<file path="config.mk">
export PLATFORM = sky130hd
export DESIGN_NAME = qau_fifo
export DESIGN_NICKNAME = d
export VERILOG_FILES = /design/src/rtl/qau_pkg.sv /design/src/rtl/qau_fifo.sv
export SDC_FILE = /design/constraint.sdc
export NUM_CORES = 1
export LEC_CHECK = 0
export BUFFER_PORTS_ARGS = -buffer_cell sky130_fd_sc_hd__buf_2
export CAP_MARGIN = 20
export CORE_AREA = 2 2 202 204
export DETAILED_ROUTE_END_ITERATION = 10
export DIE_AREA = 0 0 204 206
export GPL_TIMING_DRIVEN = 1
export PLACE_DENSITY_LB_ADDON = 0.05
export SLEW_MARGIN = 5
export SYNTH_ARGS = -nofsm -noshare
export SYNTH_HDL_FRONTEND = slang
export SYNTH_SLANG_ARGS = --single-unit
</file>
<file path="constraint.sdc">
create_clock -name clk -period 13.9 [get_ports clk]
set_clock_uncertainty 0.15 [all_clocks]
set_input_delay 0.695 -clock clk [delete_from_list [all_inputs] [get_ports clk]]
set_output_delay 0.695 -clock clk [all_outputs]
set_load 0.005 [all_outputs]
</file>
<file path="src/rtl/qau_pkg.sv">
// Shared types, codes and helpers for the quaternion arithmetic unit.
`default_nettype none
package qau_pkg;

	localparam logic [2:0] CMD_MUL  = 3'd0;
	localparam logic [2:0] CMD_ADD  = 3'd1;
	localparam logic [2:0] CMD_SUB  = 3'd2;
	localparam logic [2:0] CMD_CONJ = 3'd3;
	localparam logic [2:0] CMD_INV  = 3'd4;
	localparam logic [2:0] CMD_DIV  = 3'd5;

	// quotient bits produced by the restoring divider, one per stage
	localparam int DIV_STEPS = 33;

	localparam int FIFO_AW    = 1;
	localparam int FIFO_DEPTH = 2 ** FIFO_AW;

	typedef enum logic [2:0] {
		OP_MUL  = 3'd0,
		OP_ADD  = 3'd1,
		OP_SUB  = 3'd2,
		OP_CONJ = 3'd3,
		OP_INV  = 3'd4,
		OP_DIV  = 3'd5,
		OP_NONE = 3'd6
	} op_t;

	// element 0 is the scalar part, then i, j, k
	typedef logic [3:0][31:0] quat_t;

	typedef struct packed {
		op_t   op;
		quat_t p;
		quat_t q;
	} item_t;

	typedef struct packed {
		op_t         op;
		quat_t       p;
		quat_t       q;
		logic [63:0] n;
		logic        nbig;
		logic        dz;
		logic [3:0]  neg;
		logic [3:0]  azero;
		logic [3:0]  ge;
	} dctl_t;

	// Hamilton product: component c sums p[HAM_PA[c][t]] * b[HAM_QB[c][t]]
	localparam logic [1:0] HAM_PA [4][4] = '{
		'{2'd0, 2'd1, 2'd2, 2'd3},
		'{2'd1, 2'd0, 2'd2, 2'd3},
		'{2'd2, 2'd0, 2'd3, 2'd1},
		'{2'd3, 2'd0, 2'd1, 2'd2}
	};
	localparam logic [1:0] HAM_QB [4][4] = '{
		'{2'd0, 2'd1, 2'd2, 2'd3},
		'{2'd0, 2'd1, 2'd3, 2'd2},
		'{2'd0, 2'd2, 2'd1, 2'd3},
		'{2'd0, 2'd3, 2'd2, 2'd1}
	};
	// bit t set: term t is subtracted
	localparam logic [3:0] HAM_NEG [4] = '{4'b1110, 4'b1000, 4'b1000, 4'b1000};

	// {overflow, value}: clamp to signed 32 bits
	function automatic logic [32:0] sat32(input logic signed [66:0] v);
		if (v[66:31] == '0 || v[66:31] == '1)
			return {1'b0, v[31:0]};
		else if (v[66])
			return {1'b1, 32'h8000_0000};
		else
			return {1'b1, 32'h7FFF_FFFF};
	endfunction

endpackage
`default_nettype wire

</file>
<file path="src/rtl/qau_fifo.sv">
// Short queue between the front end and the arithmetic back end.
`default_nettype none
module qau_fifo (
	input  wire             clk,
	input  wire             arst_n,
	input  wire             push_valid,
	output logic            push_ready,
	input  qau_pkg::item_t  push_item,
	output logic            pop_valid,
	input  wire             pop_ready,
	output qau_pkg::item_t  pop_item
);
	qau_pkg::item_t                mem_q [qau_pkg::FIFO_DEPTH];
	logic [qau_pkg::FIFO_AW-1:0]   wr_q;
	logic [qau_pkg::FIFO_AW-1:0]   rd_q;
	logic [qau_pkg::FIFO_AW:0]     cnt_q;
	logic                          push;
	logic                          pop;

	assign push_ready = cnt_q != (qau_pkg::FIFO_AW + 1)'(qau_pkg::FIFO_DEPTH);
	assign pop_valid  = cnt_q != '0;
	assign push       = push_valid && push_ready;
	assign pop        = pop_valid && pop_ready;
	assign pop_item   = mem_q[rd_q];

	always_ff @(posedge clk or negedge arst_n) begin
		if (!arst_n) begin
			wr_q  <= '0;
			rd_q  <= '0;
			cnt_q <= '0;
		end else begin
			if (push)
				wr_q <= wr_q + 1'b1;
			if (pop)
				rd_q <= rd_q + 1'b1;
			if (push && !pop)
				cnt_q <= cnt_q + 1'b1;
			else if (pop && !push)
				cnt_q <= cnt_q - 1'b1;
		end
	end

	always_ff @(posedge clk) begin
		if (push)
			mem_q[wr_q] <= push_item;
	end

endmodule
`default_nettype wire

</file>
Yosys cells after proc, flatten, opt, wreduce, memory -nomap -nowiden
Memory sizes are Yosys's and may differ from the RTL's.
Cells that the tools add are included.
{"block": "classes", "n_addsub": 4, "eq_ne": 1, "n_mux": 4, "n_reduce_logical": 8}
{"cell": "1-bit logical AND", "count": 4}
{"cell": "2-bit 2-to-1 mux", "count": 2}
{"cell": "2-bit nonzero test", "count": 2}
{"cell": "1-bit adder (second input constant)", "count": 2}
{"cell": "2-bit by 1-bit adder with 2-bit output (second input constant)", "count": 1}
{"cell": "1-bit zero test", "count": 2}
{"cell": "1-bit 2-to-1 mux", "count": 2}
{"cell": "2-bit != test (second input constant)", "count": 1}
{"cell": "2-bit by 1-bit subtractor with 2-bit output (second input constant)", "count": 1}
{"block": "word_totals", "register_bits": 4, "ramBits": 518, "inputBits": 263, "out_inout_bits": 261, "mem_count": 1}
{"name": "mem_q", "depth": 2, "word_bits": 259, "rd": 1, "rd_clocked_by_memory_dff": 0, "write_ports": 1, "line": "qau_fifo.sv:13", "source": "qau_pkg::item_t mem_q [qau_pkg::FIFO_DEPTH];"}

Logic depth before layout (Yosys ltp)
Gate-level depths: netlist (run 1).
{"block": "logic_depth", "depth_word": 6, "depth_mapped": 7, "depth_no_buf": 7}

Worst setup path before layout (run 1)
OpenSTA, ideal clock, no wires.
{"block": "synth_path", "path_type": "input-to-reg", "start": "input port push_valid", "end": "memory mem_q[0][0] in the netlist's numbering, enable pin", "setup_time_ns": 0.883, "t_arrival_ns": 11.512, "required_ns": 12.867, "setup_slack_ns": 1.355, "cell_stages": 2, "path_cell_list": "nand2_1 nor2_1"}
{"block": "synth_via", "elab_chain_cells": 3}
{"element": "start, declared", "line": "qau_fifo.sv:6", "source": "input wire push_valid,"}
{"element": "1-bit logical AND", "line": "qau_fifo.sv:22", "source": "assign push = push_valid && push_ready;"}
{"element": "1-bit 2-to-1 mux", "line": "qau_fifo.sv:44", "source": "if (push)"}
{"element": "1-bit 2-to-1 mux (not written as such)", "line": "qau_fifo.sv:45", "source": "mem_q[wr_q] <= push_item;"}
{"element": "end, declared", "line": "qau_fifo.sv:13"}
No other way between the ends.

==> results.txt, run 1 <==
----------------------------------------------------
[Floorplan]
  Die Span Y ... 206 um
  Area of the die ... 42,020 um^2
  Total core area ... 40,180 um^2
  Number of core rows ... 74
  Die extent in x ... 204 um
  Initial core utilization ... 49.04%
  Ports ... 524

[Timing]
  Final setup TNS ... 0 ps
  Highest achievable clock rate ... 228.9 MHz
  Hold slack ... 146.0 ps
  Number of endpoints with negative hold slack in the final report ... 0
  Relative slew slack ... 25.99%
  Total count of max-transition violations in the final report ... 0
  Actual slew at the worst max-slew pin ... 1110 ps
  # setup viols final ... 0
  Tmin final ... 4369 ps
  Ratio of final minimum period to clock period ... 31.43%
  Setup repair after global routing missed its margin ... false

[Global routing]
  Initial antenna violation count ... 24
  Global-route wire length before repair ... 62,060 um
  Global-route usage over all layers ... 20.41%
  Vias in the first global route ... 9,968
  Largest net degree at the start of global routing ... 131
  Total global routing overflow ... 0

[Worst setup path]
  CP max stage cell ... sky130_fd_sc_hd__buf_4
  Worst setup path category ... register to output pin
  Critical Path Source Type ... register
  CP Cell Sequence ... buf_4, buf_4, mux2_4, buf_2
  CP Max Fanout ... 58
  Top cell by count, worst path ... sky130_fd_sc_hd__buf_4
  Worst Path Required ... 13,060 ps
  Type of element capturing the critical path ... output pin
  Worst stage delay on the critical path ... 890 ps
  Arrival time worst endpoint ... 3520 ps

[Power]
  IR drop worst, VDD ... 0.1657 mV
  Leakage power total ... 9.741 nW
  Power per standard cell area ... 212.5 nW/um^2
  Power, Total ... 5.227 mW

[Clocking]
  TritonCTS clock tree ... done
  Clock tree sinks ... 522
  Buffer levels on the longest clock path ... 3
  Clock insertion delay at the later pin of the skew report ... 580 ps
  Clock input transition at the sequential cells of the worst setup and hold paths ... 60 ps
  CTS resizes ... 0
  Post-CTS repair timing setup buffer count ... 0
  Clock root buffer ... sky130_fd_sc_hd__clkbuf_16
  Number of levels in the clock H-tree ... 2
  CTS Buf Count ... 53

[Logic synthesis]
  Post-synth ARST share ... 0.7663%
  Syn Area/Cell ... 23.91 um^2
  Flip-flop and latch count after synthesis ... 522
  Mapped Cells ... 824
  Cell type with the highest aggregate area in the netlist ... sky130_fd_sc_hd__edfxtp_1
  Number of synthesized flops with an enable pin ... 518
  Count of yosys warnings during synthesis ... 0
  Most instantiated library cell after synthesis ... sky130_fd_sc_hd__edfxtp_1
  Yosys top cell area share ... 78.94%
  Share of the yosys chip area belonging to registers ... 79.45%
  Cell Area, Synth ... 19,710 um^2
  Most frequent cells after synthesis ... 518 x sky130_fd_sc_hd__edfxtp_1, 200 x sky130_fd_sc_hd__mux2_4, 59 x sky130_fd_sc_hd__mux2_2
  Top_reg_cell synth ... sky130_fd_sc_hd__edfxtp_1
  Unique cell type count in the Yosys netlist ... 15
  Net count after synthesis ... 1,088
  Top cells by area in the synthesized netlist ... sky130_fd_sc_hd__edfxtp_1 79%, sky130_fd_sc_hd__mux2_4 15%, sky130_fd_sc_hd__mux2_2 3.4%, sky130_fd_sc_hd__buf_6 1.3%, sky130_fd_sc_hd__dfrtp_1 0.51%

[Final layout]
  Final-layout fill cell count ... 3,055
  Sequential cell area ... 15,660 um^2
  Proportion of layout cells with a drive suffix above 1 ... 61.13%
  Multi-input combinational cell area ... 3770 um^2
  Number of nets in the layout ... 1,648
  Util after Layout ... 61.21%
  Final Instance Count excl. Fillers ... 1,978
  Area growth from synthesis to final layout ... 24.81%

[Status]
  Result of the run ... finished, final reports clean

[Drt]
  Routed wire length per instance ... 22.48 um
  First-pass iteration count of the detailed router ... 4
  Post-route DRC violation count ... 0
  Sum of routed wire length over all layers ... 44,460 um
  DRC marker count from the first detailed-route iteration ... 573
  Count of antenna-violating nets left after detailed routing ... 0
  Detail-routed via count per cell ... 4.958
  Number of vias after detailed routing ... 9,807

[Job]
  Max-Cap Viols ... 0

[Placed design]
  Buffers added on ports ... 523
  Post-DP HPWL ... 30,430 um
  Gpl congestion ... 0.8087
  Number of cells in the design after placement ... 1,860

[Min path]
  Hold crit path type ... primary input to register

----------------------------------------------------
metal layers:
metal	share of wire (%)	vias to the layer above	routed length, um	GRT usage [%]
li1	-	4448	-	-
met1	35	4852	15680	22.07
met2	51	393	22600	34.74
met3	10	96	4508	8.925
met4	3.5	18	1556	9.213
met5	0.27	-	122	0
worst max-delay path, delay by kind of cell, from the launching register on:
kind | cells | cell delay, ps
buffers and inverters | 3 | 1680
flip-flops | 1 | 780
multiplexers | 1 | 370
layout by cell type (no fill, tap or decap), drive strengths merged:
cell type,instances
nor2,2
diode,18
nand2b,1
dlygate4sd3,1
edfxtp,518
clkinvlp,3
nand2,2
xnor2,3
buf,533
xor2,2
dfrtp,4
or2,1
clkbuf,66
mux2,259
and3,1
bufinv,6
inv,3
ha,1
clkinv,22
per-stage QoR:
step	instance area [um^2]	setup slack [ps]
2_1_floorplan	19710	1355
3_3_place_gp	22800	9922
3_5_place_dp	22800	9993
4_1_cts	24550	9453
5_1_grt	24580	9353
6_report	24590	9531
where the power goes:
group | internal (mW) | switching, mW | total [mW]
logic | 0.802 | 0.741 | 1.54
clock network | 0.834 | 0.574 | 1.41
registers | 2.16 | 0.117 | 2.28
total | 3.80 | 1.43 | 5.23
state kept, by name, indices dropped and copies added (netlist names):
register	cells
wr_q	1
mem_q	518
rd_q	1
cnt_q	2
final timing paths:
check	from	to	slack, ps	cells after the start
setup / recovery	rd_q$_DFFE_PN0P_	pop_item[197]	9530	4
hold / removal	push_item[225]	mem_q[1][225]$_DFFE_PP_	150	1
setup reg to reg	cnt_q[0]$_DFFE_PN0P_	mem_q[1][51]$_DFFE_PP_	10290	4
hold reg to reg	cnt_q[1]$_DFFE_PN0P_	cnt_q[1]$_DFFE_PN0P_	340	1
max in group asynchronous	arst_n	rd_q$_DFFE_PN0P_	13130	2
min in group asynchronous	arst_n	rd_q$_DFFE_PN0P_	330	2
what timing repair did:
| item | 4_1_cts | 5_1_grt |
|---|---|---|
| endpoints found under the setup margin | 0 | 0 |
| hold buffers | 1 | 0 |
| endpoints found under the hold margin | 4 | 0 |
area by class of cell:
cell class | count | area share [%]
antenna | 18 | 0.1831
clock buffer | 66 | 5.764
clock inverter | 33 | 1.297
tap | 532 | 2.706
timing repair buffer | 534 | 11.04
inverter | 1 | 0.01526
sequential | 522 | 63.67
multi-input combinational | 272 | 15.33
kinds of logic after synthesis:
family                     synth area share [%]
xor gates and xnor gates                 0.2223
adders and majority gates               0.06349
buffers and inverters                     1.486
DFF                                       79.45
muxes                                     18.61
and+or+nand+nor                          0.1715
No activity file was read; power rests on OpenSTA's default activity.
==> inputs of run 2 (changes only) <==
Clock period 13.9 ns to 4.1 ns, I/O delays scaled along.
==> run 2 against run 1 <==
- clock-buffer cell count is 4 lower
- total power increased to 3.4 times the previous value
- first-iteration DRC count is 21% lower
- sequential share of layout area down 6.3 points
- core utilization up 6.7 points
- flip-flop and latch count did not move
- die area unchanged
- global-route usage increased by 0.40 points
- largest power group unchanged
- final area rose by 11%
- hold slack better by 38 ps
==> results.txt, run 2 (synthesis results as in run 1) <==
----------------------------------------------------
[Floorplan]
  Initial core utilization ... 49.04% (unchanged)
  Die extent in x ... 204 um (unchanged)
  Total core area ... 40,180 um^2 (unchanged)
  Number of core rows ... 74 (unchanged)
  Die Span Y ... 206 um (unchanged)
  Area of the die ... 42,020 um^2 (unchanged)
  Ports ... 524 (unchanged)

[Final layout]
  Proportion of layout cells with a drive suffix above 1 ... 51.78% (-9.4 points)
  Area growth from synthesis to final layout ... 38.55%
  Number of nets in the layout ... 1,913 (+16%)
  Top Registers ... mem_q x518, cnt_q x2
  Max reg flops ... 518 (unchanged)
  Highest-count cells in the layout ignoring fill and taps ... 523 x sky130_fd_sc_hd__buf_2, 518 x sky130_fd_sc_hd__edfxtp_1, 263 x sky130_fd_sc_hd__dlygate4sd3_1
  Biggest register ... mem_q
  Area of all placed cells without fillers ... 27,300 um^2 (+11%)
  Most common library cell in the layout ignoring fill and taps ... sky130_fd_sc_hd__buf_2

[Clocking]
  Clock input transition at the sequential cells of the worst setup and hold paths ... 60 ps (about the same)
  Buffer levels on the longest clock path ... 3 (unchanged)
  Clock insertion delay at the later pin of the skew report ... 580 ps (about the same)
  Count of hold buffers inserted by post-cts repair ... 263 (+262)
  CTS Buf Count ... 53 (unchanged)
  CTS resizes ... 0 (unchanged)
  Post-CTS repair timing setup buffer count ... 0 (unchanged)
  Clock tree sinks ... 522 (unchanged)
  TritonCTS clock tree ... done
  Number of levels in the clock H-tree ... 2 (unchanged)
  Clock root buffer ... sky130_fd_sc_hd__clkbuf_16

[Global routing]
  Largest net degree at the start of global routing ... 179 (+37%)
  Global-route wire length before repair ... 65,030 um (+4.8%)
  Global-route usage over all layers ... 20.82% (+0.40 points)
  Vias in the first global route ... 11,263 (+13%)
  Total global routing overflow ... 0 (unchanged)
  Initial antenna violation count ... 5 (-79%)

[Timing]
  Number of endpoints with negative hold slack in the final report ... 0 (unchanged)
  Highest achievable clock rate ... 341.1 MHz
  # setup viols final ... 0 (unchanged)
  Relative slew slack ... 24.82% (-1.2 points)
  Hold slack ... 184.3 ps (+38.38 ps)
  Tmin final ... 2932 ps
  Setup repair after global routing missed its margin ... false
  Actual slew at the worst max-slew pin ... 1128 ps (+17.55 ps)
  Total count of max-transition violations in the final report ... 0 (unchanged)
  Final setup margin ... 1168 ps (-8363 ps)
  Ratio of final minimum period to clock period ... 71.51%

[Placed design]
  Post-DP HPWL ... 29,590 um (-2.8%)
  Post-Place Setup Slack ... 1731 ps (-8262 ps)
  Gpl congestion ... 0.7601 (-6.0%)
  Buffers added on ports ... 523 (unchanged)
  Placed standard-cell area ... 22,950 um^2 (+0.64%)

[Drt]
  Routed wire length per instance ... 20.25 um (-9.9%)
  DRC marker count from the first detailed-route iteration ... 455 (-21%)
  Number of vias after detailed routing ... 10,730 (+9.4%)
  Count of antenna-violating nets left after detailed routing ... 0 (unchanged)
  Sum of routed wire length over all layers ... 45,070 um (+1.4%)
  First-pass iteration count of the detailed router ... 4 (unchanged)
  Detail-routed via count per cell ... 4.820 (-2.8%)
  Post-route DRC violation count ... 0 (unchanged)

[Worst setup path]
  Critical Path Source Type ... register
  Arrival time worst endpoint ... 2580 ps (-940 ps)
  CP Max Fanout ... 65 (+12%)
  Worst Path Required ... 3740 ps (-9320 ps)
  Type of element capturing the critical path ... output pin
  Worst setup path category ... register to output pin

[Min path]
  Hold crit path type ... primary input to register

[Power]
  Leakage power total ... 10.89 nW (+12%)
  Power per standard cell area ... 659.8 nW/um^2 (+210%)
  Power, Total ... 18.01 mW (+240%)
  IR drop worst, VDD ... 0.4325 mV (+160%)

[Job]
  Max-Cap Viols ... 0 (unchanged)

[Status]
  Result of the run ... finished, final reports clean

----------------------------------------------------
==> run 2: cell count changes in the layout (fill, tap and decap cells not counted), sizes merged <==
| cell | before | now |
|---|---|---|
| dlygate4sd3 | 1 | 263 |
| clkinvlp | 3 | 0 |
| buf | 533 | 536 |
| clkbuf | 66 | 62 |
| clkinv | 22 | 26 |
| diode | 18 | 4 |
==> run 2: final timing paths <==
| check | start | end | slack, ps | cells past startpoint |
|---|---|---|---|---|
| worst max register to register | cnt_q[0]$_DFFE_PN0P_ | mem_q[1][109]$_DFFE_PP_ | 1780 | 3 |
| max in group asynchronous | arst_n | rd_q$_DFFE_PN0P_ | 3180 | 3 |
| worst max-delay path | rd_q$_DFFE_PN0P_ | pop_item[154] | 1170 | 3 |
| min in group asynchronous | arst_n | rd_q$_DFFE_PN0P_ | 410 | 3 |
| worst min-delay path | push_item[216] | mem_q[1][216]$_DFFE_PP_ | 180 | 2 |
| worst min register to register | cnt_q[0]$_DFFE_PN0P_ | cnt_q[0]$_DFFE_PN0P_ | 390 | 1 |
==> run 2: where the power goes <==
| part | switching (mW) | internal [mW] | total, mW |
|---|---|---|---|
| logic | 2.66 | 2.95 | 5.61 |
| registers | 0.369 | 7.30 | 7.67 |
| clock network | 1.93 | 2.81 | 4.74 |
==> run 2: metal layers <==
metal	global-route usage (%)	part of all wire [%]
met1	24.33	38
met2	35.97	51
met3	6.465	8.2
met4	8.230	3.2
met5	0	0.024
==> run 2: area by class of cell <==
| type | count | area [um^2] |
|---|---|---|
| Antenna cell | 4 | 10.01 |
| Clock buffer | 62 | 1403 |
| Clock inverter | 34 | 309.0 |
| Fill cell | 2728 | 12880 |
| Inverter | 1 | 3.754 |
| Multi-Input combinational cell | 272 | 3785 |
| Sequential cell | 522 | 15660 |
| Tap cell | 532 | 665.6 |
| Timing Repair Buffer | 799 | 5468 |
==> run 2: per-stage QoR <==
| step | util (%) | cells | setup TNS, ps |
|---|---|---|---|
| finish | 67.94 | 2226 | 0 |
| global route | 67.94 | 2226 | 0 |
| CTS | 67.92 | 2222 | 0 |
| detailed placement | 57.11 | 1863 | 0 |
| global placement | 57.04 | 1862 | 0 |
| floorplan | - | 824 | -287730 |
==> run 2: critical path: stages (launching register included) <==
cell and delay [ps]:
sky130_fd_sc_hd__dfrtp_4 940, sky130_fd_sc_hd__buf_12 500, sky130_fd_sc_hd__mux2_4 360, sky130_fd_sc_hd__buf_2 130
