<file path="config.mk">
export PLATFORM = sky130hd
export DESIGN_NAME = qau_front
export DESIGN_NICKNAME = d
export VERILOG_FILES = /design/src/rtl/qau_pkg.sv /design/src/rtl/qau_front.sv
export SDC_FILE = /design/constraint.sdc
export NUM_CORES = 1
export LEC_CHECK = 0
export BUFFER_PORTS_ARGS = -buffer_cell sky130_fd_sc_hd__buf_2
export CORE_AREA = 2 2 207 209
export CTS_CLUSTER_SIZE = 20
export DETAILED_ROUTE_END_ITERATION = 8
export DIE_AREA = 0 0 209 211
export PLACE_DENSITY_LB_ADDON = 0.08
export SLEW_MARGIN = 20
export SYNTH_ARGS = -nofsm -noshare
export SYNTH_HDL_FRONTEND = slang
export SYNTH_SLANG_ARGS = --single-unit
export TNS_END_PERCENT = 1
</file>
<file path="constraint.sdc">
create_clock -name clk -period 3.4 [get_ports clk]
set_input_delay 0.17 -clock clk [delete_from_list [all_inputs] [get_ports clk]]
set_output_delay 0.17 -clock clk [all_outputs]
set_load 0.005 [all_outputs]
</file>
<file path="src/rtl/qau_pkg.sv">
// Shared types, codes and helpers for the quaternion arithmetic unit.
`default_nettype none
package qau_pkg;

	localparam logic [2:0] CMD_MUL  = 3'd0;
	localparam logic [2:0] CMD_ADD  = 3'd1;
	localparam logic [2:0] CMD_SUB  = 3'd2;
	localparam logic [2:0] CMD_CONJ = 3'd3;
	localparam logic [2:0] CMD_INV  = 3'd4;
	localparam logic [2:0] CMD_DIV  = 3'd5;

	// quotient bits produced by the restoring divider, one per stage
	localparam int DIV_STEPS = 33;

	localparam int FIFO_AW    = 1;
	localparam int FIFO_DEPTH = 2 ** FIFO_AW;

	typedef enum logic [2:0] {
		OP_MUL  = 3'd0,
		OP_ADD  = 3'd1,
		OP_SUB  = 3'd2,
		OP_CONJ = 3'd3,
		OP_INV  = 3'd4,
		OP_DIV  = 3'd5,
		OP_NONE = 3'd6
	} op_t;

	// element 0 is the scalar part, then i, j, k
	typedef logic [3:0][31:0] quat_t;

	typedef struct packed {
		op_t   op;
		quat_t p;
		quat_t q;
	} item_t;

	typedef struct packed {
		op_t         op;
		quat_t       p;
		quat_t       q;
		logic [63:0] n;
		logic        nbig;
		logic        dz;
		logic [3:0]  neg;
		logic [3:0]  azero;
		logic [3:0]  ge;
	} dctl_t;

	// Hamilton product: component c sums p[HAM_PA[c][t]] * b[HAM_QB[c][t]]
	localparam logic [1:0] HAM_PA [4][4] = '{
		'{2'd0, 2'd1, 2'd2, 2'd3},
		'{2'd1, 2'd0, 2'd2, 2'd3},
		'{2'd2, 2'd0, 2'd3, 2'd1},
		'{2'd3, 2'd0, 2'd1, 2'd2}
	};
	localparam logic [1:0] HAM_QB [4][4] = '{
		'{2'd0, 2'd1, 2'd2, 2'd3},
		'{2'd0, 2'd1, 2'd3, 2'd2},
		'{2'd0, 2'd2, 2'd1, 2'd3},
		'{2'd0, 2'd3, 2'd2, 2'd1}
	};
	// bit t set: term t is subtracted
	localparam logic [3:0] HAM_NEG [4] = '{4'b1110, 4'b1000, 4'b1000, 4'b1000};

	// {overflow, value}: clamp to signed 32 bits
	function automatic logic [32:0] sat32(input logic signed [66:0] v);
		if (v[66:31] == '0 || v[66:31] == '1)
			return {1'b0, v[31:0]};
		else if (v[66])
			return {1'b1, 32'h8000_0000};
		else
			return {1'b1, 32'h7FFF_FFFF};
	endfunction

endpackage
`default_nettype wire

</file>
<file path="src/rtl/qau_front.sv">
// Front end: takes input transactions, decodes the command, registers the item.
`default_nettype none
module qau_front (
	input  wire                 clk,
	input  wire                 arst_n,
	input  wire                 in_valid,
	output logic                in_ready,
	input  wire  [2:0]          cmd,
	input  wire  signed [31:0]  p_w,
	input  wire  signed [31:0]  p_x,
	input  wire  signed [31:0]  p_y,
	input  wire  signed [31:0]  p_z,
	input  wire  signed [31:0]  q_w,
	input  wire  signed [31:0]  q_x,
	input  wire  signed [31:0]  q_y,
	input  wire  signed [31:0]  q_z,
	output logic                f_valid,
	input  wire                 f_ready,
	output qau_pkg::item_t      f_item
);
	logic           v_q;
	qau_pkg::item_t item_q;
	qau_pkg::op_t   op_dec;
	logic           take;

	always_comb begin
		unique case (cmd)
			qau_pkg::CMD_MUL:  op_dec = qau_pkg::OP_MUL;
			qau_pkg::CMD_ADD:  op_dec = qau_pkg::OP_ADD;
			qau_pkg::CMD_SUB:  op_dec = qau_pkg::OP_SUB;
			qau_pkg::CMD_CONJ: op_dec = qau_pkg::OP_CONJ;
			qau_pkg::CMD_INV:  op_dec = qau_pkg::OP_INV;
			qau_pkg::CMD_DIV:  op_dec = qau_pkg::OP_DIV;
			default:           op_dec = qau_pkg::OP_NONE;
		endcase
	end

	assign in_ready = !v_q || f_ready;
	assign take     = in_valid && in_ready;

	always_ff @(posedge clk or negedge arst_n) begin
		if (!arst_n) begin
			v_q <= 1'b0;
		end else if (in_ready) begin
			v_q <= in_valid;
		end
	end

	always_ff @(posedge clk) begin
		if (take) begin
			item_q.op <= op_dec;
			item_q.p  <= {p_z, p_y, p_x, p_w};
			item_q.q  <= {q_z, q_y, q_x, q_w};
		end
	end

	assign f_valid = v_q;
	assign f_item  = item_q;

endmodule
`default_nettype wire

</file>
### After elaboration in Yosys (flattened, before gate mapping)

Index checks and enable logic that the tools add are counted.

* word-level logic and storage cells: 20
* register bits after elaboration: 260
* input bits: 263
* output and inout port bits: 261

* mux-type cells: 1
* equality and inequality tests: 5
* reduce and logical (&&, ||, !) cells: 4

Operator list (count)
* $pmux 3 s6: 1
* $eq 3x2->1 const B: 2
* $eq 3x3->1 const B: 2
* $eq 3x1->1 const B: 1
* $logic_not 3->1: 1
* $logic_and 1x1->1: 1
* $logic_not 1->1: 1
* $logic_or 1x1->1: 1

### Longest topological paths before layout

Gate-level depths: netlist (run 1).

* word-level depth: 3
* gate-level depth with buffers: 2
* depth with buffers taken out: 2

### Worst setup path before layout (run 1)

No wires, ideal clock.

* kind: reg-to-reg
* start: register v_q, in the netlist f_valid
* end: register item_q (netlist bit f_item[0]) (enable)
* path slack: 0.648 ns
* setup time: 0.443 ns
* data required time: 2.957 ns
* clock period less this slack: 2.752 ns
* data arrival time: 2.310 ns
* buffers on the path: 0
* stages on the path, launching flop included: 3
* path through: dfrtp_1 -> nand2b_4 -> and2_4

* word-level cells in the longest chain between the ends: 3

Ends and longest elaborated chain
* start: declaration: RTL line qau_front.sv:21 `logic v_q;`
* start signal: assignment: RTL line qau_front.sv:45 `v_q <= in_valid;`
* $logic_not 1->1: RTL line qau_front.sv:38 `assign in_ready = !v_q || f_ready;`
* $logic_or 1x1->1: RTL line qau_front.sv:38
* named net in_ready: RTL line qau_front.sv:7 `output logic in_ready,`
* $logic_and 1x1->1: RTL line qau_front.sv:39 `assign take = in_valid && in_ready;`
* named net take: RTL line qau_front.sv:24 `logic take;`
* end: declaration: RTL line qau_front.sv:22 `qau_pkg::item_t item_q;`

The timed path passes the listed nets, and every way through them passes these cells.
A chain may end at the register's enable or synchronous reset.

### Final worst setup path (run 1)

* start: register v_q, in the netlist f_valid
* end: register item_q (netlist bit f_item[117]) (enable)

* word-level cells in the longest chain between the ends: 3

Ends and longest elaborated chain (RTL line)
* $logic_not 1->1: qau_front.sv:38
* $logic_or 1x1->1: qau_front.sv:38
* $logic_and 1x1->1: qau_front.sv:39
* named net take: qau_front.sv:24

The timed path passes the listed nets, and every way through them passes these cells.

==> reports/summary.log, run 1 <==
INFO  cts            clock_insertion_delay_worst_skew=0.56ns
INFO  hold_path      min_from=p_z[12]
INFO  setup_path     cp.required=3.60ns
INFO  synth          ys_types=7
INFO  floorplanning  core.rowCount=75
INFO  power_and_ir_drop p_leak=6.16nW
INFO  timing         setup-violations-final=0
INFO  cts            cts_root_buf=sky130_fd_sc_hd__clkbuf_16
INFO  outcome        outcome=completed
INFO  timing         max_freq=0.557GHz
INFO  timing         totalNegativeSetupSlack=0ns
INFO  setup_path     reg_to_reg_slack_setup=1.61ns
INFO  setup_path     crit-reg2reg-launch=f_valid
INFO  hold_path      timing.hold.worst_path_depth=2
INFO  drt            ant_nets=0
INFO  synth          mappedNetlistArea=7850µm²
INFO  grt            gr-usage-all-layers=11.1%
INFO  power_and_ir_drop power.total=7.57mW
INFO  setup_path     worst_r2r_endpoint=f_item[117]
INFO  drt            post_drt_wl_per_cell=15.7µm
INFO  grt            global_route.usage.met2=20.4%
INFO  drt            dr_total_vias=5,745
INFO  cts            clock_sinks=260
INFO  timing         rsz_0062_raised_after_global_routing=no
INFO  drt            detail_route.iter0.violations=195
INFO  setup_path     cp-start-kind=flip-flop
INFO  cts            numCtsBuffers=30
INFO  drt            detail_route.drc_violations=0
INFO  setup_path     critical_path.max_fanout=84
INFO  timing         transition_time_at_the_pin_with_the_least_slew_margin=0.479ns
INFO  floorplanning  core_area=41,800µm²
INFO  placed_design  preCtsSetupSlack=1.58ns
INFO  synth          synth.top_cell.area_share=99.1%
INFO  cts            cts_max_level=1
INFO  cts            holdBufCountCts=263
INFO  synth          synth.yosys.seq_area_share=99.4%
INFO  cts            cts.reportedPaths.clkPinSlew=0.06ns
INFO  drt            first_pass_iters=4
INFO  synth          postSynthRegisterBits=260
INFO  synth          warnings_from_yosys=0
INFO  setup_path     critPathCaptureType=flip-flop
INFO  placed_design  dpl_cell_area=11,200µm²
INFO  floorplanning  die_height=211µm
INFO  synth          syn_inst=266
INFO  flow_run       maxCapViolCount=0
INFO  grt            first_global_vias=6,280
INFO  placed_design  dp.cells=1,335
INFO  grt            grt_start_max_net_pins=85
INFO  timing         finalClockSkew=0.00930ns
INFO  synth          avgSynthCellArea=29.5µm²
INFO  cells_and_area antenna_cells_inserted=0
INFO  cells_and_area fillerInstances=4,087
INFO  timing         holdWs=0.315ns
INFO  cells_and_area layout.cell_area.non_filler=14,800µm²
INFO  cts            cts-resized-gates=0
INFO  cells_and_area share_of_post_route_cells_with_drive_strength_above_1=51.5%
INFO  placed_design  portBuffers=523
INFO  cts            post_cts_repair_setup_buffers=0
INFO  floorplanning  initial_utilization=18.8%
INFO  floorplanning  top_level_ports=524
INFO  hold_path      min-delay-path-class=primary input to flip-flop
INFO  drt            post_drt_via_cell_ratio=3.48
INFO  grt            antenna_found_initial=0
INFO  cells_and_area finalCoreUtilization=35.5%
INFO  hold_path      hold-path-endpoint=f_item[236]
INFO  setup_path     cp_data_arrival_time=1.99ns
INFO  cells_and_area final_cell_count_no_fill=1,652
INFO  timing         final_hold_viol_count=0
INFO  timing         timing.final.ws_setup=1.61ns
INFO  cts            cts_tree=built
INFO  timing         finalMaxSlewViolations=0
INFO  cells_and_area area.growth.synth_to_final=88.8%
INFO  power_and_ir_drop vdd_ir_drop_max=0.000368V
INFO  timing         min_period_over_period=52.8%
INFO  grt            grt_util_met1=11.5%
INFO  placed_design  final_hpwl_from_detailed_placement=19.0mm
INFO  placed_design  finalWeightedCongestion=0.708
INFO  drt            finalWirelength=25.9mm
INFO  cells_and_area nNetsFinal=1,354
INFO  grt            grt_pass1_wl=37.2mm
INFO  power_and_ir_drop total_power_density_per_cell_area=511nW/µm²
INFO  synth          synth_top_cells_by_area=sky130_fd_sc_hd__edfxtp_1 99%, sky130_fd_sc_hd__dfrtp_1 0.32%, sky130_fd_sc_hd__nand2b_4 0.18%
INFO  grt            gr-usage-met3=4.49%
INFO  setup_path     timing.reg2reg.worst_path_depth=3
INFO  synth          post-synth-top-area-cell=sky130_fd_sc_hd__edfxtp_1
INFO  setup_path     worst-setup-path-type=flip-flop to flip-flop
INFO  grt            gr-total-overflow=0
INFO  setup_path     setup.worst_path.start=f_valid
INFO  floorplanning  dieWidth=209µm
INFO  timing         final_critical_path_required_period=1.79ns
INFO  grt            gr-max-usage-layer=met2
INFO  timing         relSlewSlack=68.1%
INFO  cts            clock_tree.buffer_depth=3
INFO  floorplanning  die_area=44,100µm²
INFO  synth          synth_fp_nets=529
-- how the worst max path moves through the flow --
| stage | depth (start not counted) | slack [ns] | to |
|---|---|---|---|
| CTS | 4 | 1.58 | f_item[14] |
| floorplan | 2 | 0.65 | f_item[0] |
| global placement | 3 | 1.59 | f_item[141] |
| detailed placement | 3 | 1.58 | f_item[190] |
| global route | 3 | 1.52 | f_item[220] |
| finish | 3 | 1.61 | f_item[117] |
-- synth_stat cells, drive strengths merged --
cell	count
and2	1
nand2b	2
a21boi	1
edfxtp	259
clkbuf	2
dfrtp	1
-- per-layer routing --
metal / routed length, µm / share of wire (%)
met1: 9080 / 35
met5: 0 / 0
met3: 2460 / 9.5
met2: 13600 / 52
met4: 787 / 3.0
-- sequential cells by signal, indices dropped and copies added (netlist names) --
register	count
f_item	259
f_valid	1
-- power breakdown --
| part | leakage (nW) | switching [mW] | internal, mW | total [mW] |
|---|---|---|---|---|
| clock network | 0.451 | 1.25 | 1.83 | 3.08 |
| logic | 3.23 | 0.285 | 0.425 | 0.709 |
| registers | 2.48 | 0.0399 | 3.74 | 3.78 |
| total | 6.16 | 1.58 | 5.99 | 7.57 |
-- placed cells by master (no fill, tap or decap), drive strengths merged --
| cell | Yosys | layout |
|---|---|---|
| clkinvlp | 0 | 1 |
| nand2b | 2 | 2 |
| and2 | 1 | 1 |
| edfxtp | 259 | 259 |
| dfrtp | 1 | 1 |
| buf | 0 | 532 |
| dlygate4sd3 | 0 | 263 |
| clkinv | 0 | 4 |
| clkbuf | 2 | 48 |
| bufinv | 0 | 1 |
| a21boi | 1 | 1 |
-- final cells by class --
cell class	instances	area [µm²]	share of cell area, %
timing repair buffer	795	5370	36.2
sequential	260	7800	52.7
clock buffer	48	880	5.94
tap	539	674	4.55
clock inverter	6	55.1	0.372
multi-input combinational	4	36.3	0.245
-- critical path, cell delays in order (launching register included) --
cell and delay [ns]:
sky130_fd_sc_hd__dfrtp_1 0.40, sky130_fd_sc_hd__nand2b_4 0.09, sky130_fd_sc_hd__and2_4 0.43, sky130_fd_sc_hd__buf_12 0.43
-- logic make-up after synthesis --
logic type | count (synthesis) | share of synthesized area, %
AOI/OAI and AO/OA | 1 | 0.0957
buffers and inverters | 2 | 0.0957
DFF | 260 | 99.4
and+or+nand+nor | 3 | 0.367
(Power assumes the default switching activity.)
==> run 2, diff against run 1 <==
--- a/config.mk
+++ b/config.mk
@@ -6,10 +6,10 @@
 export NUM_CORES = 1
 export LEC_CHECK = 0
 export BUFFER_PORTS_ARGS = -buffer_cell sky130_fd_sc_hd__buf_2
-export CORE_AREA = 2 2 207 209
+export CORE_AREA = 2 2 205 207
 export CTS_CLUSTER_SIZE = 20
 export DETAILED_ROUTE_END_ITERATION = 8
-export DIE_AREA = 0 0 209 211
+export DIE_AREA = 0 0 207 209
 export PLACE_DENSITY_LB_ADDON = 0.08
 export SLEW_MARGIN = 20
 export SYNTH_ARGS = -nofsm -noshare
==> constraint.sdc (replaced) <==
create_clock -name clk -period 1.5 [get_ports clk]
set_input_delay 0.075 -clock clk [delete_from_list [all_inputs] [get_ports clk]]
set_output_delay 0.075 -clock clk [all_outputs]
set_load 0.005 [all_outputs]
==> run 2 against run 1 <==
  * Via count is 3.1% higher
  * Cell area rose by 0.93%
  * Sequential power is 130% higher
  * Clock power is 120% higher
  * Utilization increased by 0.74 points
  * Largest cell class unchanged
==> reports/summary.log, run 2 (synthesis results as in run 1) <==
INFO  outcome        outcome=completed
INFO  grt            antenna_found_initial=0 [unchanged]
INFO  power_and_ir_drop power_switching_share=21.6% [+0.73 points]
INFO  drt            finalWirelength=26.6mm [+2.6%]
INFO  flow_run       maxCapViolCount=0 [unchanged]
INFO  setup_path     slowest_delay=0.40ns [-0.03 ns]
INFO  setup_path     cp_data_arrival_time=1.66ns [-0.33 ns]
INFO  setup_path     critPathCaptureType=flip-flop
INFO  floorplanning  top_level_ports=524 [unchanged]
INFO  timing         finalClockSkew=0.00799ns [-0.00131 ns]
INFO  cells_and_area layout_common_cells=523 x sky130_fd_sc_hd__buf_2, 263 x sky130_fd_sc_hd__dlygate4sd3_1, 259 x sky130_fd_sc_hd__edfxtp_1
INFO  grt            gr-usage-all-layers=11.9% [+0.78 points]
INFO  floorplanning  die_area=43,300µm² [-1.9%]
INFO  grt            first_global_vias=6,662 [+6.1%]
INFO  timing         max_freq=0.710GHz [+27%]
INFO  drt            detail_route.drc_violations=0 [unchanged]
INFO  setup_path     cp-start-kind=flip-flop
INFO  cts            cts-resized-gates=0 [unchanged]
INFO  floorplanning  core.rowCount=75 [unchanged]
INFO  drt            dr_total_vias=5,921 [+3.1%]
INFO  cts            clock_tree.buffer_depth=3 [unchanged]
INFO  power_and_ir_drop internal-power=13.4mW [+120%]
INFO  timing         relSlewSlack=86.0% [+18 points]
INFO  setup_path     cp.required=1.75ns [-1.85 ns]
INFO  drt            ant_nets=0 [unchanged]
INFO  timing         timing.final.ws_setup=0.0907ns [-1.52 ns]
INFO  drt            detail_route.iter0.violations=165 [-15%]
INFO  timing         final_hold_viol_count=0 [unchanged]
INFO  drt            route.met2.wl=14.1mm [+3.7%]
INFO  cts            cts_root_buf=sky130_fd_sc_hd__clkbuf_16
INFO  power_and_ir_drop clock_power_share=40.0% [-0.7 points]
INFO  cells_and_area seq_area=7800µm² [unchanged]
INFO  setup_path     critical_path.max_fanout=35 [-58%]
INFO  cells_and_area area_of_combinational_cells_with_multiple_inputs=36.3µm² [unchanged]
INFO  placed_design  finalWeightedCongestion=0.709 [+0.17%]
INFO  drt            post_drt_wl_per_cell=16.0µm [+1.8%]
INFO  timing         rsz_0062_raised_after_global_routing=no
INFO  cells_and_area area.growth.synth_to_final=90.6%
INFO  cts            cts.reportedPaths.clkPinSlew=0.06ns [about the same]
INFO  cts            numCtsBuffers=31 [+3.3%]
INFO  cells_and_area nNetsFinal=1,365 [+0.81%]
INFO  drt            routed.top_layer=met4
INFO  drt            met3RoutedLength=2.39mm [-2.7%]
INFO  grt            gr-total-overflow=0 [unchanged]
INFO  floorplanning  initial_utilization=19.0% [+0.21 points]
INFO  floorplanning  core_area=41,300µm² [-1.1%]
INFO  power_and_ir_drop p_leak=6.24nW [+1.2%]
INFO  power_and_ir_drop vdd_ir_drop_max=0.000785V [+110%]
INFO  hold_path      timing.hold.worst_path_depth=4 [+2]
INFO  power_and_ir_drop total_power_density_per_cell_area=1140nW/µm² [+120%]
INFO  cts            cts_max_level=1 [unchanged]
INFO  cells_and_area layout_commonest_cell=sky130_fd_sc_hd__buf_2
INFO  hold_path      min-delay-path-class=primary input to flip-flop
INFO  power_and_ir_drop power_frac_seq=50.2% [+0.2 points]
INFO  setup_path     crit-reg2reg-launch=f_valid
INFO  grt            grt_pass1_wl=39.4mm [+6.0%]
INFO  cells_and_area layout.cell_area.non_filler=15,000µm² [+0.93%]
INFO  setup_path     crit_path_frequent_cell=sky130_fd_sc_hd__buf_12
INFO  hold_path      min_from=f_ready
INFO  cts            clock_insertion_delay_worst_skew=0.56ns [about the same]
INFO  timing         holdWs=0.200ns [-0.115 ns]
INFO  power_and_ir_drop combPwrFrac=9.8% [+0.4 points]
INFO  cells_and_area antenna_cells_inserted=0 [unchanged]
INFO  timing         setup-violations-final=0 [unchanged]
INFO  setup_path     timing.reg2reg.worst_path_depth=4 [+1]
INFO  drt            post_drt_via_cell_ratio=3.56 [+2.3%]
INFO  drt            first_pass_iters=6 [+2]
INFO  cells_and_area share_of_post_route_cells_with_drive_strength_above_1=52.1% [+0.65 points]
INFO  setup_path     worst_r2r_endpoint=f_item[159]
INFO  placed_design  preCtsSetupSlack=0.0688ns [-1.51 ns]
INFO  setup_path     crit_slowest_cell=sky130_fd_sc_hd__dfrtp_1
INFO  cells_and_area largest_register_ffs=259 [unchanged]
INFO  placed_design  dpl_cell_area=11,400µm² [+1.3%]
INFO  placed_design  portBuffers=523 [unchanged]
INFO  placed_design  final_hpwl_from_detailed_placement=20.0mm [+4.9%]
INFO  hold_path      hold-path-endpoint=f_item[171]
INFO  timing         transition_time_at_the_pin_with_the_least_slew_margin=0.210ns [-0.269 ns]
INFO  timing         finalMaxSlewViolations=0 [unchanged]
INFO  power_and_ir_drop power.net_switching=3.68mW [+130%]
INFO  setup_path     worst-setup-path-type=flip-flop to flip-flop
INFO  cts            clock_sinks=260 [unchanged]
INFO  floorplanning  dieWidth=207µm [-0.96%]
INFO  cells_and_area fillerInstances=4,042 [-1.1%]
INFO  setup_path     reg_to_reg_slack_setup=0.09ns [-1.52 ns]
INFO  setup_path     cp_cell_sequence=nand2b_4, and2_4, buf_12, buf_12
INFO  timing         final_critical_path_required_period=1.41ns [-0.384 ns]
INFO  cts            cts_tree=built
INFO  floorplanning  die_height=209µm [-0.95%]
INFO  grt            grt_start_max_net_pins=36 [-58%]
INFO  drt            wl_met1=9.38mm [+3.3%]
INFO  timing         min_period_over_period=94.0% [+41 points]
[run 2: cell type report]
class	count	area share, %
clock buffers	34	5.26
multi-input cells	4	0.243
clock inverters	23	0.904
well taps	539	4.51
flip-flops and latches	260	52.2
repair buffers	805	36.9
[run 2: how the worst max path moves through the flow]
| stage | from | to | slack [ns] |
|---|---|---|---|
| floorplan | f_valid | f_item[0] | -1.25 |
| global placement | f_valid | f_item[148] | 0.07 |
| detailed placement | f_valid | f_item[64] | 0.07 |
| CTS | f_valid | f_item[163] | 0.07 |
| global route | f_valid | f_item[137] | 0.02 |
| finish | f_valid | f_item[159] | 0.09 |
[run 2: critical path: cells and delay by family, from the launching register on]
family	cells	cell delay, ns
flops	1	0.40
simple gates	2	0.25
buf+inv	2	0.42
[run 2: metal layers]
layer	up-vias	track usage, %
li1	2769	-
met5	-	0
met3	45	4.36
met2	309	22.0
met4	0	3.79
met1	2798	12.5
[run 2: through the flow]
stage	TNS, ns	std cells	power [mW]	util (%)
global route	0	1665	17.9	36.2
CTS	0	1665	17.5	36.2
finish	0	1665	17.1	36.2
floorplan	-323.53	266	8.95	-
detailed placement	0	1345	9.88	27.6
global placement	0	1345	9.89	27.6
[run 2: power by group through the flow]
stage          clock, mW  combinational (mW)  sequential [mW]
4_1_cts             7.16                1.72             8.58
3_3_place_gp           0                1.17             8.72
5_1_grt             7.45                1.83             8.61
2_1_floorplan          0               0.137             8.81
3_5_place_dp           0                1.16             8.72
6_report            6.84                1.68             8.57
[run 2: what timing repair did]
item	4_1_cts	5_1_grt
buffers inserted	0	0
hold endpoints to repair	261	0
hold buffers	263	0
